**config.mk**
```make
export PLATFORM = sky130hd
export DESIGN_NAME = charset_block_unblock_converter
export DESIGN_NICKNAME = d
export VERILOG_FILES = /design/src/cbu_pkg.sv /design/src/cbu_front.sv /design/src/cbu_queue.sv /design/src/cbu_back.sv /design/src/charset_block_unblock_converter.sv
export SDC_FILE = /design/constraint.sdc
export NUM_CORES = 1
export LEC_CHECK = 0
export ABC_CLOCK_PERIOD_IN_PS = 7700
export BUFFER_PORTS_ARGS = -buffer_cell sky130_fd_sc_hd__buf_2
export CAP_MARGIN = 20
export CORE_MARGIN = 2
export CORE_UTILIZATION = 35
export DETAILED_ROUTE_END_ITERATION = 6
export PLACE_DENSITY_LB_ADDON = 0.15
export SLEW_MARGIN = 30
export SYNTH_ARGS = -nofsm -noshare
export SYNTH_HDL_FRONTEND = slang
export SYNTH_SLANG_ARGS = --single-unit
```
**constraint.sdc**
```tcl
create_clock -name clk -period 7.7 [get_ports clk]
set_clock_uncertainty 0.15 [all_clocks]
set_input_delay 0.77 -clock clk [delete_from_list [all_inputs] [get_ports clk]]
set_output_delay 0.77 -clock clk [all_outputs]
set_load 0.01 [all_outputs]
```
**src/cbu_pkg.sv**
```systemverilog
`default_nettype none
// ----------------------------------------------------------------------------
// cbu_pkg - shared types, constants and code tables
// Run and command types used between the front, queue and back, the mode
// and register codes, and the character set translation tables.
// ----------------------------------------------------------------------------
package cbu_pkg;

	localparam int RECORD_MAX = 4096;
	localparam int LEN_W      = 13;
	localparam int QDEPTH     = 4;
	localparam int QPTR_W     = $clog2(QDEPTH);
	localparam int RUNS_MAX   = 3;

	// conversion modes
	localparam logic [2:0] MODE_COPY    = 3'd0;
	localparam logic [2:0] MODE_E2A     = 3'd1;
	localparam logic [2:0] MODE_UNBLOCK = 3'd2;
	localparam logic [2:0] MODE_A2E     = 3'd3;
	localparam logic [2:0] MODE_A2IBM   = 3'd4;
	localparam logic [2:0] MODE_BLOCK   = 3'd5;

	// register indexes
	localparam logic [1:0] CFG_MODE       = 2'd0;
	localparam logic [1:0] CFG_FOLD_UPPER = 2'd1;
	localparam logic [1:0] CFG_FOLD_LOWER = 2'd2;
	localparam logic [1:0] CFG_RECLEN     = 2'd3;

	// characters
	localparam logic [7:0] CH_SPACE = 8'h20;
	localparam logic [7:0] CH_NL    = 8'h0a;
	localparam logic [7:0] CH_LA    = 8'h61;
	localparam logic [7:0] CH_LZ    = 8'h7a;
	localparam logic [7:0] CH_UA    = 8'h41;
	localparam logic [7:0] CH_UZ    = 8'h5a;
	localparam logic [7:0] CASE_GAP = 8'h20;

	typedef struct packed {
		logic [7:0]       value;
		logic [LEN_W-1:0] count;
		logic             trunc;
	} run_t;

	// one input byte worth of runs, packed from slot 0
	typedef struct packed {
		logic [1:0]            n_runs;
		run_t [RUNS_MAX-1:0]   runs;
	} cmd_t;

	typedef struct packed {
		logic full;
		logic empty;
	} q_stat_t;

	localparam logic [7:0] TAB_E2A [256] = '{
		8'o000,8'o001,8'o002,8'o003,8'o234,8'o011,8'o206,8'o177,
		8'o227,8'o215,8'o216,8'o013,8'o014,8'o015,8'o016,8'o017,
		8'o020,8'o021,8'o022,8'o023,8'o235,8'o205,8'o010,8'o207,
		8'o030,8'o031,8'o222,8'o217,8'o034,8'o035,8'o036,8'o037,
		8'o200,8'o201,8'o202,8'o203,8'o204,8'o012,8'o027,8'o033,
		8'o210,8'o211,8'o212,8'o213,8'o214,8'o005,8'o006,8'o007,
		8'o220,8'o221,8'o026,8'o223,8'o224,8'o225,8'o226,8'o004,
		8'o230,8'o231,8'o232,8'o233,8'o024,8'o025,8'o236,8'o032,
		8'o040,8'o240,8'o241,8'o242,8'o243,8'o244,8'o245,8'o246,
		8'o247,8'o250,8'o133,8'o056,8'o074,8'o050,8'o053,8'o041,
		8'o046,8'o251,8'o252,8'o253,8'o254,8'o255,8'o256,8'o257,
		8'o260,8'o261,8'o135,8'o044,8'o052,8'o051,8'o073,8'o136,
		8'o055,8'o057,8'o262,8'o263,8'o264,8'o265,8'o266,8'o267,
		8'o270,8'o271,8'o174,8'o054,8'o045,8'o137,8'o076,8'o077,
		8'o272,8'o273,8'o274,8'o275,8'o276,8'o277,8'o300,8'o301,
		8'o302,8'o140,8'o072,8'o043,8'o100,8'o047,8'o075,8'o042,
		8'o303,8'o141,8'o142,8'o143,8'o144,8'o145,8'o146,8'o147,
		8'o150,8'o151,8'o304,8'o305,8'o306,8'o307,8'o310,8'o311,
		8'o312,8'o152,8'o153,8'o154,8'o155,8'o156,8'o157,8'o160,
		8'o161,8'o162,8'o313,8'o314,8'o315,8'o316,8'o317,8'o320,
		8'o321,8'o176,8'o163,8'o164,8'o165,8'o166,8'o167,8'o170,
		8'o171,8'o172,8'o322,8'o323,8'o324,8'o325,8'o326,8'o327,
		8'o330,8'o331,8'o332,8'o333,8'o334,8'o335,8'o336,8'o337,
		8'o340,8'o341,8'o342,8'o343,8'o344,8'o345,8'o346,8'o347,
		8'o173,8'o101,8'o102,8'o103,8'o104,8'o105,8'o106,8'o107,
		8'o110,8'o111,8'o350,8'o351,8'o352,8'o353,8'o354,8'o355,
		8'o175,8'o112,8'o113,8'o114,8'o115,8'o116,8'o117,8'o120,
		8'o121,8'o122,8'o356,8'o357,8'o360,8'o361,8'o362,8'o363,
		8'o134,8'o237,8'o123,8'o124,8'o125,8'o126,8'o127,8'o130,
		8'o131,8'o132,8'o364,8'o365,8'o366,8'o367,8'o370,8'o371,
		8'o060,8'o061,8'o062,8'o063,8'o064,8'o065,8'o066,8'o067,
		8'o070,8'o071,8'o372,8'o373,8'o374,8'o375,8'o376,8'o377
	};

	localparam logic [7:0] TAB_A2E [256] = '{
		8'o000,8'o001,8'o002,8'o003,8'o067,8'o055,8'o056,8'o057,
		8'o026,8'o005,8'o045,8'o013,8'o014,8'o015,8'o016,8'o017,
		8'o020,8'o021,8'o022,8'o023,8'o074,8'o075,8'o062,8'o046,
		8'o030,8'o031,8'o077,8'o047,8'o034,8'o035,8'o036,8'o037,
		8'o100,8'o117,8'o177,8'o173,8'o133,8'o154,8'o120,8'o175,
		8'o115,8'o135,8'o134,8'o116,8'o153,8'o140,8'o113,8'o141,
		8'o360,8'o361,8'o362,8'o363,8'o364,8'o365,8'o366,8'o367,
		8'o370,8'o371,8'o172,8'o136,8'o114,8'o176,8'o156,8'o157,
		8'o174,8'o301,8'o302,8'o303,8'o304,8'o305,8'o306,8'o307,
		8'o310,8'o311,8'o321,8'o322,8'o323,8'o324,8'o325,8'o326,
		8'o327,8'o330,8'o331,8'o342,8'o343,8'o344,8'o345,8'o346,
		8'o347,8'o350,8'o351,8'o112,8'o340,8'o132,8'o137,8'o155,
		8'o171,8'o201,8'o202,8'o203,8'o204,8'o205,8'o206,8'o207,
		8'o210,8'o211,8'o221,8'o222,8'o223,8'o224,8'o225,8'o226,
		8'o227,8'o230,8'o231,8'o242,8'o243,8'o244,8'o245,8'o246,
		8'o247,8'o250,8'o251,8'o300,8'o152,8'o320,8'o241,8'o007,
		8'o040,8'o041,8'o042,8'o043,8'o044,8'o025,8'o006,8'o027,
		8'o050,8'o051,8'o052,8'o053,8'o054,8'o011,8'o012,8'o033,
		8'o060,8'o061,8'o032,8'o063,8'o064,8'o065,8'o066,8'o010,
		8'o070,8'o071,8'o072,8'o073,8'o004,8'o024,8'o076,8'o341,
		8'o101,8'o102,8'o103,8'o104,8'o105,8'o106,8'o107,8'o110,
		8'o111,8'o121,8'o122,8'o123,8'o124,8'o125,8'o126,8'o127,
		8'o130,8'o131,8'o142,8'o143,8'o144,8'o145,8'o146,8'o147,
		8'o150,8'o151,8'o160,8'o161,8'o162,8'o163,8'o164,8'o165,
		8'o166,8'o167,8'o170,8'o200,8'o212,8'o213,8'o214,8'o215,
		8'o216,8'o217,8'o220,8'o232,8'o233,8'o234,8'o235,8'o236,
		8'o237,8'o240,8'o252,8'o253,8'o254,8'o255,8'o256,8'o257,
		8'o260,8'o261,8'o262,8'o263,8'o264,8'o265,8'o266,8'o267,
		8'o270,8'o271,8'o272,8'o273,8'o274,8'o275,8'o276,8'o277,
		8'o312,8'o313,8'o314,8'o315,8'o316,8'o317,8'o332,8'o333,
		8'o334,8'o335,8'o336,8'o337,8'o352,8'o353,8'o354,8'o355,
		8'o356,8'o357,8'o372,8'o373,8'o374,8'o375,8'o376,8'o377
	};

	localparam logic [7:0] TAB_A2IBM [256] = '{
		8'o000,8'o001,8'o002,8'o003,8'o067,8'o055,8'o056,8'o057,
		8'o026,8'o005,8'o045,8'o013,8'o014,8'o015,8'o016,8'o017,
		8'o020,8'o021,8'o022,8'o023,8'o074,8'o075,8'o062,8'o046,
		8'o030,8'o031,8'o077,8'o047,8'o034,8'o035,8'o036,8'o037,
		8'o100,8'o132,8'o177,8'o173,8'o133,8'o154,8'o120,8'o175,
		8'o115,8'o135,8'o134,8'o116,8'o153,8'o140,8'o113,8'o141,
		8'o360,8'o361,8'o362,8'o363,8'o364,8'o365,8'o366,8'o367,
		8'o370,8'o371,8'o172,8'o136,8'o114,8'o176,8'o156,8'o157,
		8'o174,8'o301,8'o302,8'o303,8'o304,8'o305,8'o306,8'o307,
		8'o310,8'o311,8'o321,8'o322,8'o323,8'o324,8'o325,8'o326,
		8'o327,8'o330,8'o331,8'o342,8'o343,8'o344,8'o345,8'o346,
		8'o347,8'o350,8'o351,8'o255,8'o340,8'o275,8'o137,8'o155,
		8'o171,8'o201,8'o202,8'o203,8'o204,8'o205,8'o206,8'o207,
		8'o210,8'o211,8'o221,8'o222,8'o223,8'o224,8'o225,8'o226,
		8'o227,8'o230,8'o231,8'o242,8'o243,8'o244,8'o245,8'o246,
		8'o247,8'o250,8'o251,8'o300,8'o117,8'o320,8'o241,8'o007,
		8'o040,8'o041,8'o042,8'o043,8'o044,8'o025,8'o006,8'o027,
		8'o050,8'o051,8'o052,8'o053,8'o054,8'o011,8'o012,8'o033,
		8'o060,8'o061,8'o032,8'o063,8'o064,8'o065,8'o066,8'o010,
		8'o070,8'o071,8'o072,8'o073,8'o004,8'o024,8'o076,8'o341,
		8'o101,8'o102,8'o103,8'o104,8'o105,8'o106,8'o107,8'o110,
		8'o111,8'o121,8'o122,8'o123,8'o124,8'o125,8'o126,8'o127,
		8'o130,8'o131,8'o142,8'o143,8'o144,8'o145,8'o146,8'o147,
		8'o150,8'o151,8'o160,8'o161,8'o162,8'o163,8'o164,8'o165,
		8'o166,8'o167,8'o170,8'o200,8'o212,8'o213,8'o214,8'o215,
		8'o216,8'o217,8'o220,8'o232,8'o233,8'o234,8'o235,8'o236,
		8'o237,8'o240,8'o252,8'o253,8'o254,8'o255,8'o256,8'o257,
		8'o260,8'o261,8'o262,8'o263,8'o264,8'o265,8'o266,8'o267,
		8'o270,8'o271,8'o272,8'o273,8'o274,8'o275,8'o276,8'o277,
		8'o312,8'o313,8'o314,8'o315,8'o316,8'o317,8'o332,8'o333,
		8'o334,8'o335,8'o336,8'o337,8'o352,8'o353,8'o354,8'o355,
		8'o356,8'o357,8'o372,8'o373,8'o374,8'o375,8'o376,8'o377
	};

	// upper folding first, then lower folding
	function automatic logic [7:0] fold_case(input logic [7:0] c, input logic up,
			input logic lo);
		logic [7:0] r;
		r = c;
		if (up && r >= CH_LA && r <= CH_LZ) begin
			r = r - CASE_GAP;
		end
		if (lo && r >= CH_UA && r <= CH_UZ) begin
			r = r + CASE_GAP;
		end
		return r;
	endfunction

endpackage
`default_nettype wire

```
**src/cbu_front.sv**
```systemverilog
`default_nettype none
// ----------------------------------------------------------------------------
// cbu_front - configuration, translation and record bookkeeping
// Takes one byte a cycle while the queue is not full, translates and folds it,
// tracks the record position and held spaces, and packs its runs into one command.
// ----------------------------------------------------------------------------
module cbu_front (
	input  wire logic                       clk,
	input  wire logic                       arst_n,
	input  wire logic                       cfg_valid,
	output logic                            cfg_ready,
	input  wire logic [1:0]                 cfg_index,
	input  wire logic [cbu_pkg::LEN_W-1:0]  cfg_data,
	input  wire logic                       in_valid,
	output logic                            in_ready,
	input  wire logic [7:0]                 in_byte,
	input  wire cbu_pkg::q_stat_t           q_stat,
	output logic                            push,
	output cbu_pkg::cmd_t                   push_cmd
);

	logic [2:0]                mode_q;
	logic                      fold_up_q;
	logic                      fold_lo_q;
	logic [cbu_pkg::LEN_W-1:0] reclen_q;
	logic [cbu_pkg::LEN_W-1:0] pos_q;
	logic [cbu_pkg::LEN_W-1:0] spaces_q;
	logic                      spaces_nz_q;

	logic [cbu_pkg::LEN_W-1:0] cbs;
	logic [cbu_pkg::LEN_W-1:0] pos_d;
	logic [cbu_pkg::LEN_W-1:0] spaces_d;
	logic                      spaces_nz_d;
	logic [cbu_pkg::LEN_W:0]   pos_inc;
	logic [cbu_pkg::LEN_W:0]   cbs_p1;
	logic [7:0]                x_unb;
	logic [7:0]                x_fold;
	logic [7:0]                x_blk;
	logic [7:0]                pad;
	logic [1:0]                k;
	logic                      accept;

	assign cfg_ready = 1'b1;
	assign in_ready  = !q_stat.full;
	assign accept    = in_valid && in_ready;
	assign push      = accept;

	// configuration registers
	always_ff @(posedge clk or negedge arst_n) begin
		if (!arst_n) begin
			mode_q    <= cbu_pkg::MODE_COPY;
			fold_up_q <= 1'b0;
			fold_lo_q <= 1'b0;
			reclen_q  <= '0;
		end else if (cfg_valid) begin
			unique case (cfg_index)
				cbu_pkg::CFG_MODE:       mode_q    <= cfg_data[2:0];
				cbu_pkg::CFG_FOLD_UPPER: fold_up_q <= cfg_data[0];
				cbu_pkg::CFG_FOLD_LOWER: fold_lo_q <= cfg_data[0];
				cbu_pkg::CFG_RECLEN:     reclen_q  <= cfg_data;
				default: ;
			endcase
		end
	end

	// effective record length, clipped to the maximum
	assign cbs = (reclen_q > cbu_pkg::LEN_W'(cbu_pkg::RECORD_MAX)) ?
		cbu_pkg::LEN_W'(cbu_pkg::RECORD_MAX) : reclen_q;
	assign cbs_p1  = {1'b0, cbs} + (cbu_pkg::LEN_W+1)'(1);
	assign pos_inc = {1'b0, pos_q} + (cbu_pkg::LEN_W+1)'(1);

	// translation: unblocking folds after, blocking folds before
	assign x_unb  = (mode_q == cbu_pkg::MODE_E2A) ? cbu_pkg::TAB_E2A[in_byte] : in_byte;
	assign x_fold = cbu_pkg::fold_case(in_byte, fold_up_q, fold_lo_q);

	always_comb begin
		case (mode_q)
			cbu_pkg::MODE_A2E: begin
				x_blk = cbu_pkg::TAB_A2E[x_fold];
				pad   = cbu_pkg::TAB_A2E[cbu_pkg::CH_SPACE];
			end
			cbu_pkg::MODE_A2IBM: begin
				x_blk = cbu_pkg::TAB_A2IBM[x_fold];
				pad   = cbu_pkg::TAB_A2IBM[cbu_pkg::CH_SPACE];
			end
			default: begin
				x_blk = x_fold;
				pad   = cbu_pkg::CH_SPACE;
			end
		endcase
	end

	// build the command and next record state
	always_comb begin
		push_cmd    = '0;
		k           = 2'd0;
		pos_d       = pos_q;
		spaces_d    = spaces_q;
		spaces_nz_d = spaces_nz_q;
		case (mode_q) inside
			cbu_pkg::MODE_E2A, cbu_pkg::MODE_UNBLOCK: begin
				if (cbs == '0) begin
					push_cmd.runs[k] = '{cbu_pkg::fold_case(x_unb, fold_up_q, fold_lo_q),
						cbu_pkg::LEN_W'(1), 1'b0};
					k = k + 2'd1;
				end else begin
					if (x_unb == cbu_pkg::CH_SPACE) begin
						spaces_d    = spaces_q + cbu_pkg::LEN_W'(1);
						spaces_nz_d = 1'b1;
					end else begin
						// held flag, as the count alone wraps at its width
						if (spaces_nz_q) begin
							push_cmd.runs[k] = '{cbu_pkg::CH_SPACE, spaces_q, 1'b0};
							k = k + 2'd1;
						end
						spaces_d    = '0;
						spaces_nz_d = 1'b0;
						push_cmd.runs[k] = '{cbu_pkg::fold_case(x_unb, fold_up_q,
							fold_lo_q), cbu_pkg::LEN_W'(1), 1'b0};
						k = k + 2'd1;
					end
					// record end: newline, both counters clear
					if (pos_inc >= {1'b0, cbs}) begin
						push_cmd.runs[k] = '{cbu_pkg::CH_NL, cbu_pkg::LEN_W'(1), 1'b0};
						k           = k + 2'd1;
						pos_d       = '0;
						spaces_d    = '0;
						spaces_nz_d = 1'b0;
					end else begin
						pos_d = pos_inc[cbu_pkg::LEN_W-1:0];
					end
				end
			end
			cbu_pkg::MODE_A2E, cbu_pkg::MODE_A2IBM, cbu_pkg::MODE_BLOCK: begin
				if (cbs == '0) begin
					push_cmd.runs[k] = '{x_blk, cbu_pkg::LEN_W'(1), 1'b0};
					k = k + 2'd1;
				end else if (in_byte == cbu_pkg::CH_NL) begin
					// newline pads out the rest of the record
					if (pos_q < cbs) begin
						push_cmd.runs[k] = '{pad, cbs - pos_q, 1'b0};
						k = k + 2'd1;
					end
					pos_d = '0;
				end else begin
					if (pos_inc > cbs_p1) begin
						pos_d = cbs_p1[cbu_pkg::LEN_W-1:0];
					end else begin
						pos_d = pos_inc[cbu_pkg::LEN_W-1:0];
					end
					if (pos_inc <= {1'b0, cbs}) begin
						push_cmd.runs[k] = '{x_blk, cbu_pkg::LEN_W'(1), 1'b0};
						k = k + 2'd1;
					end else if (pos_q == cbs) begin
						// first byte dropped from this record
						push_cmd.runs[k] = '{8'h00, '0, 1'b1};
						k = k + 2'd1;
					end
				end
			end
			default: begin
				push_cmd.runs[k] = '{x_fold, cbu_pkg::LEN_W'(1), 1'b0};
				k = k + 2'd1;
			end
		endcase
		// nothing produced: one empty run
		if (k == 2'd0) begin
			k = 2'd1;
		end
		push_cmd.n_runs = k;
	end

	// record state
	always_ff @(posedge clk or negedge arst_n) begin
		if (!arst_n) begin
			pos_q       <= '0;
			spaces_q    <= '0;
			spaces_nz_q <= 1'b0;
		end else if (accept) begin
			pos_q       <= pos_d;
			spaces_q    <= spaces_d;
			spaces_nz_q <= spaces_nz_d;
		end
	end

endmodule
`default_nettype wire

```
**src/cbu_queue.sv**
```systemverilog
`default_nettype none
// ----------------------------------------------------------------------------
// cbu_queue - command queue between front and back
// A small register queue; the head is shown combinationally to the back.
// ----------------------------------------------------------------------------
module cbu_queue (
	input  wire logic          clk,
	input  wire logic          arst_n,
	input  wire logic          push,
	input  wire cbu_pkg::cmd_t push_cmd,
	input  wire logic          pop,
	output cbu_pkg::cmd_t      head_cmd,
	output cbu_pkg::q_stat_t   q_stat
);

	cbu_pkg::cmd_t              entry_q [cbu_pkg::QDEPTH];
	logic [cbu_pkg::QPTR_W-1:0] wr_ptr_q;
	logic [cbu_pkg::QPTR_W-1:0] rd_ptr_q;
	logic [cbu_pkg::QPTR_W:0]   count_q;

	assign head_cmd     = entry_q[rd_ptr_q];
	assign q_stat.full  = (count_q == (cbu_pkg::QPTR_W+1)'(cbu_pkg::QDEPTH));
	assign q_stat.empty = (count_q == '0);

	// storage, no reset needed
	always_ff @(posedge clk) begin
		if (push) begin
			entry_q[wr_ptr_q] <= push_cmd;
		end
	end

	// pointers and fill count
	always_ff @(posedge clk or negedge arst_n) begin
		if (!arst_n) begin
			wr_ptr_q <= '0;
			rd_ptr_q <= '0;
			count_q  <= '0;
		end else begin
			if (push) begin
				wr_ptr_q <= wr_ptr_q + cbu_pkg::QPTR_W'(1);
			end
			if (pop) begin
				rd_ptr_q <= rd_ptr_q + cbu_pkg::QPTR_W'(1);
			end
			if (push && !pop) begin
				count_q <= count_q + (cbu_pkg::QPTR_W+1)'(1);
			end else if (pop && !push) begin
				count_q <= count_q - (cbu_pkg::QPTR_W+1)'(1);
			end
		end
	end

endmodule
`default_nettype wire

```
**src/cbu_back.sv**
```systemverilog
`default_nettype none
// ----------------------------------------------------------------------------
// cbu_back - run emitter
// Walks the runs of the head command, one word a cycle unless stalled, into the
// output register; pops the command after its last run.
// ----------------------------------------------------------------------------
module cbu_back (
	input  wire logic                      clk,
	input  wire logic                      arst_n,
	input  wire cbu_pkg::cmd_t             head_cmd,
	input  wire cbu_pkg::q_stat_t          q_stat,
	output logic                           pop,
	output logic                           out_valid,
	input  wire logic                      out_ready,
	output logic [7:0]                     out_byte,
	output logic [cbu_pkg::LEN_W-1:0]      repeat_res,
	output logic                           truncated_record,
	output logic                           last
);

	logic       valid_q;
	logic [1:0] idx_q;
	logic       load;
	logic       final_run;

	cbu_pkg::run_t run_q;
	logic          last_q;

	assign load      = !q_stat.empty && (!valid_q || out_ready);
	assign final_run = (idx_q == head_cmd.n_runs - 2'd1);
	assign pop       = load && final_run;

	// run index within the head command
	always_ff @(posedge clk or negedge arst_n) begin
		if (!arst_n) begin
			idx_q   <= 2'd0;
			valid_q <= 1'b0;
		end else begin
			if (load) begin
				idx_q   <= final_run ? 2'd0 : idx_q + 2'd1;
				valid_q <= 1'b1;
			end else if (out_ready) begin
				valid_q <= 1'b0;
			end
		end
	end

	// output word register
	always_ff @(posedge clk) begin
		if (load) begin
			run_q  <= head_cmd.runs[idx_q];
			last_q <= final_run;
		end
	end

	assign out_valid        = valid_q;
	assign out_byte         = run_q.value;
	assign repeat_res       = run_q.count;
	assign truncated_record = run_q.trunc;
	assign last             = last_q;

endmodule
`default_nettype wire

```
**src/charset_block_unblock_converter.sv**
```systemverilog
`default_nettype none
// ----------------------------------------------------------------------------
// charset_block_unblock_converter - character set converter with blocking
// Translates and case-folds a byte stream and turns it into fixed records
// or newline-ended lines, giving runs of byte value and repeat count.
// ----------------------------------------------------------------------------
// The first run of a byte passes through the command queue and then the output
// register. Throughput: one byte a cycle while each byte gives one run and the
// output is not stalled; the runs of a byte are emitted one after another by the
// single run emitter. A four-entry command queue absorbs short output stalls.
// Reset: asynchronous, clears registers to zero, record state and queue empty.
module charset_block_unblock_converter (
	input  wire logic                      clk,
	input  wire logic                      arst_n,
	input  wire logic                      cfg_valid,
	output logic                           cfg_ready,
	input  wire logic [1:0]                cfg_index,
	input  wire logic [cbu_pkg::LEN_W-1:0] cfg_data,
	input  wire logic                      in_valid,
	output logic                           in_ready,
	input  wire logic [7:0]                in_byte,
	output logic                           out_valid,
	input  wire logic                      out_ready,
	output logic [7:0]                     out_byte,
	output logic [cbu_pkg::LEN_W-1:0]      repeat_res,
	output logic                           truncated_record,
	output logic                           last
);

	cbu_pkg::cmd_t    push_cmd;
	cbu_pkg::cmd_t    head_cmd;
	cbu_pkg::q_stat_t q_stat;
	logic             push;
	logic             pop;

	cbu_front u_front (
		.clk       (clk),
		.arst_n    (arst_n),
		.cfg_valid (cfg_valid),
		.cfg_ready (cfg_ready),
		.cfg_index (cfg_index),
		.cfg_data  (cfg_data),
		.in_valid  (in_valid),
		.in_ready  (in_ready),
		.in_byte   (in_byte),
		.q_stat    (q_stat),
		.push      (push),
		.push_cmd  (push_cmd)
	);

	cbu_queue u_queue (
		.clk      (clk),
		.arst_n   (arst_n),
		.push     (push),
		.push_cmd (push_cmd),
		.pop      (pop),
		.head_cmd (head_cmd),
		.q_stat   (q_stat)
	);

	cbu_back u_back (
		.clk              (clk),
		.arst_n           (arst_n),
		.head_cmd         (head_cmd),
		.q_stat           (q_stat),
		.pop              (pop),
		.out_valid        (out_valid),
		.out_ready        (out_ready),
		.out_byte         (out_byte),
		.repeat_res       (repeat_res),
		.truncated_record (truncated_record),
		.last             (last)
	);

endmodule
`default_nettype wire

```
==> impl_summary.log <==
[metrics] root buf cell: clkbuf_16
[metrics] critical path start-end classification: input port to flip-flop
[metrics] total iterations of the first detailed-routing run: 5
[metrics] TritonCTS clock tree: built
[metrics] layout cells sized above 1: 0.129
[metrics] number of enable-type register cells in the synthesized netlist: roughly 160
[metrics] total number of yosys warnings: 0
[metrics] number of slew-limit violations in the final report: 0
[metrics] detailed-route via count: approximately 13k
[metrics] count leader, synth: edfxtp_1
[metrics] CP Data Required Time: 7.75 ns
[metrics] remaining number of nets flagged by the antenna check after routing: 0
[metrics] primary flip-flop cell chosen by synthesis mapping: edfxtp_1
[metrics] post-layout instance area: ~17000 sq um
[metrics] Worst Setup Slack post-DPL: approximately 1.4 ns
[metrics] die outline height: about 210 microns
[metrics] iteration-0 DRC count of the detailed router: 1434
[metrics] post-DR vias/cell: about 6
[metrics] final wirelength: roughly 51000 microns
[metrics] Worst setup EP type: flip-flop
[metrics] detailed placer's ending HPWL: between 30000 and 40000 microns
[metrics] Core Util, Final: 0.388
[metrics] slew at the pin with the worst max-slew slack: 0.938 ns
[metrics] Avg Cell Area, Syn: around 9.7 sq um
[metrics] HP Class: input port to asynchronous set/reset pin
[metrics] largest area contributor in the synthesized netlist: edfxtp_1
[metrics] number of hold violations in the final report: 0
[metrics] number of nets in the finished design: ~1.7k
[metrics] timing-limited maximum frequency: 0.169 GHz
[metrics] die width: 214 microns
[metrics] number of antenna repair diodes: 0
[metrics] # IOs: 54
[metrics] maximum VDD drop: roughly 0.16 mV
[metrics] cell-by-cell listing of the critical path: buf_2 > inv_1 > ha_1 > nor2b_1 > mux4_2 > nor2_1 > a211oi_1 > o32ai_2 > and4b_1 > nor3_1 > a21oi_1 > ha_1 > nand2b_1 > o31ai_1 > o221ai_1
[metrics] commonest cells in the synthesized netlist: edfxtp_1 (159), nand2_1 (147), o21ai_0 (117)
[metrics] post-route worst setup slack: roughly 1.8 ns
[metrics] synthesized instance count: 1591
[metrics] worst-skew pair later-pin latency: roughly 0.53 ns
[metrics] final weighted congestion in routability-driven placement: 1.00
[metrics] highest net fanout along the worst path: 22
[metrics] worst slew margin relative to its limit: 0.375
[metrics] number of standard cells in the layout, taps in and fillers out: ~2.2k
[metrics] area growth from synthesis to final layout: 9.02%
[metrics] number of cell rows: 76
[metrics] number of library cell types mapped by synthesis: 95
[metrics] maximum capacitance violations: 0
[metrics] arrival time of the worst setup path: ~6 ns
[metrics] clock slew seen by the registers of the worst setup and hold paths: 0.06 ns
[metrics] CTS HTree Levels: 1
[metrics] type of origin of the critical path: input port
[metrics] # setup viols final: 0
[metrics] Total Neg Setup Slack: 0 ns
[metrics] global route overflow: 0
[metrics] CTS Sinks: 214
[metrics] portion of the post-synthesis area used by sequential elements: 0.400
[metrics] status: complete, no violations
[metrics] largest net degree at the start of global routing: approximately 110
[metrics] Critical Path Slowest Stage Cell: ha_1
[metrics] Post-CTS Setup Repair Bufs: 0
[metrics] PortBufs: 52
[metrics] remaining design rule violation count: 0
[metrics] PnR Total Power: between 5 and 6 mW
[metrics] global-route wire length before repair: 78200 microns
[metrics] vias in the first global route: 12.6k
[metrics] worst stage delay on the critical path: 0.99 ns
[metrics] CTS Buf Count: 24
[metrics] total placed cells including tap cells: 2142
[metrics] worst slack on hold paths: between 0.2 and 0.3 ns
[metrics] cell types occupying the most area after synthesis: edfxtp_1 (31%), dfrtp_1 (8.9%), ha_1 (5.7%), mux4_2 (5.3%), o21ai_0 (3.8%)
[metrics] Async SR Flop Fraction: 0.257
[metrics] minimum period implied by the final worst setup slack: roughly 6 ns
[metrics] initial antenna violation count: 0
[metrics] unrepaired setup endpoints after global routing: no
[metrics] power density normalized to cell area: 302 nW/um^2
[metrics] standard cell core area: about 43000 sq um
[metrics] cell mode on critical path: ha_1
[metrics] Leakage: just over 6 nW
[metrics] post-route fraction of the period consumed by the critical path: 0.767
[metrics] gr usage total: 0.225
[metrics] Synth Register Bits: about 210
[metrics] top cell type's share of synthesized area: 0.310
[metrics] Max clock buf depth: 3
[metrics] average wire per cell in the routed design: between 20 and 25 microns
[metrics] area enclosed by the die boundary: 45700 sq um
[metrics] post-cts repair resize count: 0
[metrics] combined area of all synthesized cells: about 15000 sq um
[metrics] DP Area: about 16000 sq um
[metrics] count of filler cells inserted in the layout: approximately 4.3k
[metrics] initial core utilization: 0.356
[metrics] Hold Buf Count CTS: 0
## where the power goes
group | switching, mW | internal (mW)
registers | 0.176 | 1.62
logic | 1.32 | 0.882
clock network | 0.451 | 0.607
## cell type report
| cell class | count | area (sq um) | area share |
|---|---|---|---|
| clock buffers | 30 | 623 | 0.0371 |
| inverters | 63 | 236 | 0.0141 |
| multi-input cells | 1198 | 8440 | 0.503 |
| repair buffers | 82 | 503 | 0.0300 |
| flip-flops and latches | 214 | 6150 | 0.367 |
| clock inverters | 13 | 100 | 0.00596 |
| well taps | 585 | 732 | 0.0436 |
## cell families after synthesis
logic type	Yosys count	synth area share
AOI/OAI and AO/OA	474	0.208
other	1	0.000244
buffers and inverters	180	0.0545
DFF	214	0.400
muxes	75	0.0801
adders and majority gates	72	0.0595
and+or+nand+nor	532	0.174
xor gates and xnor gates	43	0.0245
## metal layers
metal  vias to the layer above  global-route usage  routed length, microns
met4                         0              0.0829                    2210
met1                      6298               0.321                   23100
li1                       6010                   -                       -
met2                       648               0.339                   21800
met5                         -                   0                       0
met3                       150              0.0410                    4090
## worst max-delay path: cells and delay by family
family	cells	cell delay, ns
AO/OA/AOI/OAI	5	1.42
AND/OR/NAND/NOR	5	1.17
multiplexers	1	0.56
buffers and inverters	2	0.78
adder cells (fa/ha/maj)	2	1.24
## final timing paths
| kind | from | end | slack (ns) | depth (start not counted) |
|---|---|---|---|---|
| hold reg to reg | u_queue.count_q[2] | u_queue.count_q[2] | 0.36 | 1 |
| hold / removal | arst_n | u_back.out_valid | 0.26 | 2 |
| max in group asynchronous | arst_n | u_queue.rd_ptr_q[0] | 6.56 | 2 |
| setup / recovery | in_byte[1] | u_queue.entry_q[1][20] | 1.79 | 15 |
| setup reg to reg | u_front.reclen_q[10] | u_queue.entry_q[3][13] | 2.15 | 14 |
| min in group clk | out_ready | u_back.out_valid | 0.29 | 2 |
## state kept, by name, summed over array words and instances (netlist names), 3 cells and up
signal	cells
u_queue.entry_q	136
u_front.pos_q	13
u_front.reclen_q	13
u_front.spaces_q	13
u_front.mode_q	3
u_back.repeat_res	13
u_queue.count_q	3
u_back.out_byte	8
## layout by cell type, fill, tap and decap left out, drive strengths merged, types with 17 or more instances in the layout
cell | netlist | routed
o21ai | 126 | 126
nand2 | 148 | 148
clkbuf | 60 | 30
ha | 70 | 70
edfxtp | 159 | 159
dfrtp | 55 | 55
and3 | 21 | 21
nand3 | 39 | 39
buf | 57 | 82
xnor2 | 28 | 28
nand2b | 34 | 34
inv | 60 | 60
mux2i | 17 | 17
a221oi | 20 | 20
nor2b | 40 | 40
nand4 | 20 | 20
a31oi | 26 | 26
nor3 | 42 | 42
mux4 | 36 | 36
and2 | 21 | 21
nor2 | 116 | 116
mux2 | 22 | 22
o31ai | 17 | 17
a21oi | 92 | 92
(Power assumes the default switching activity.)
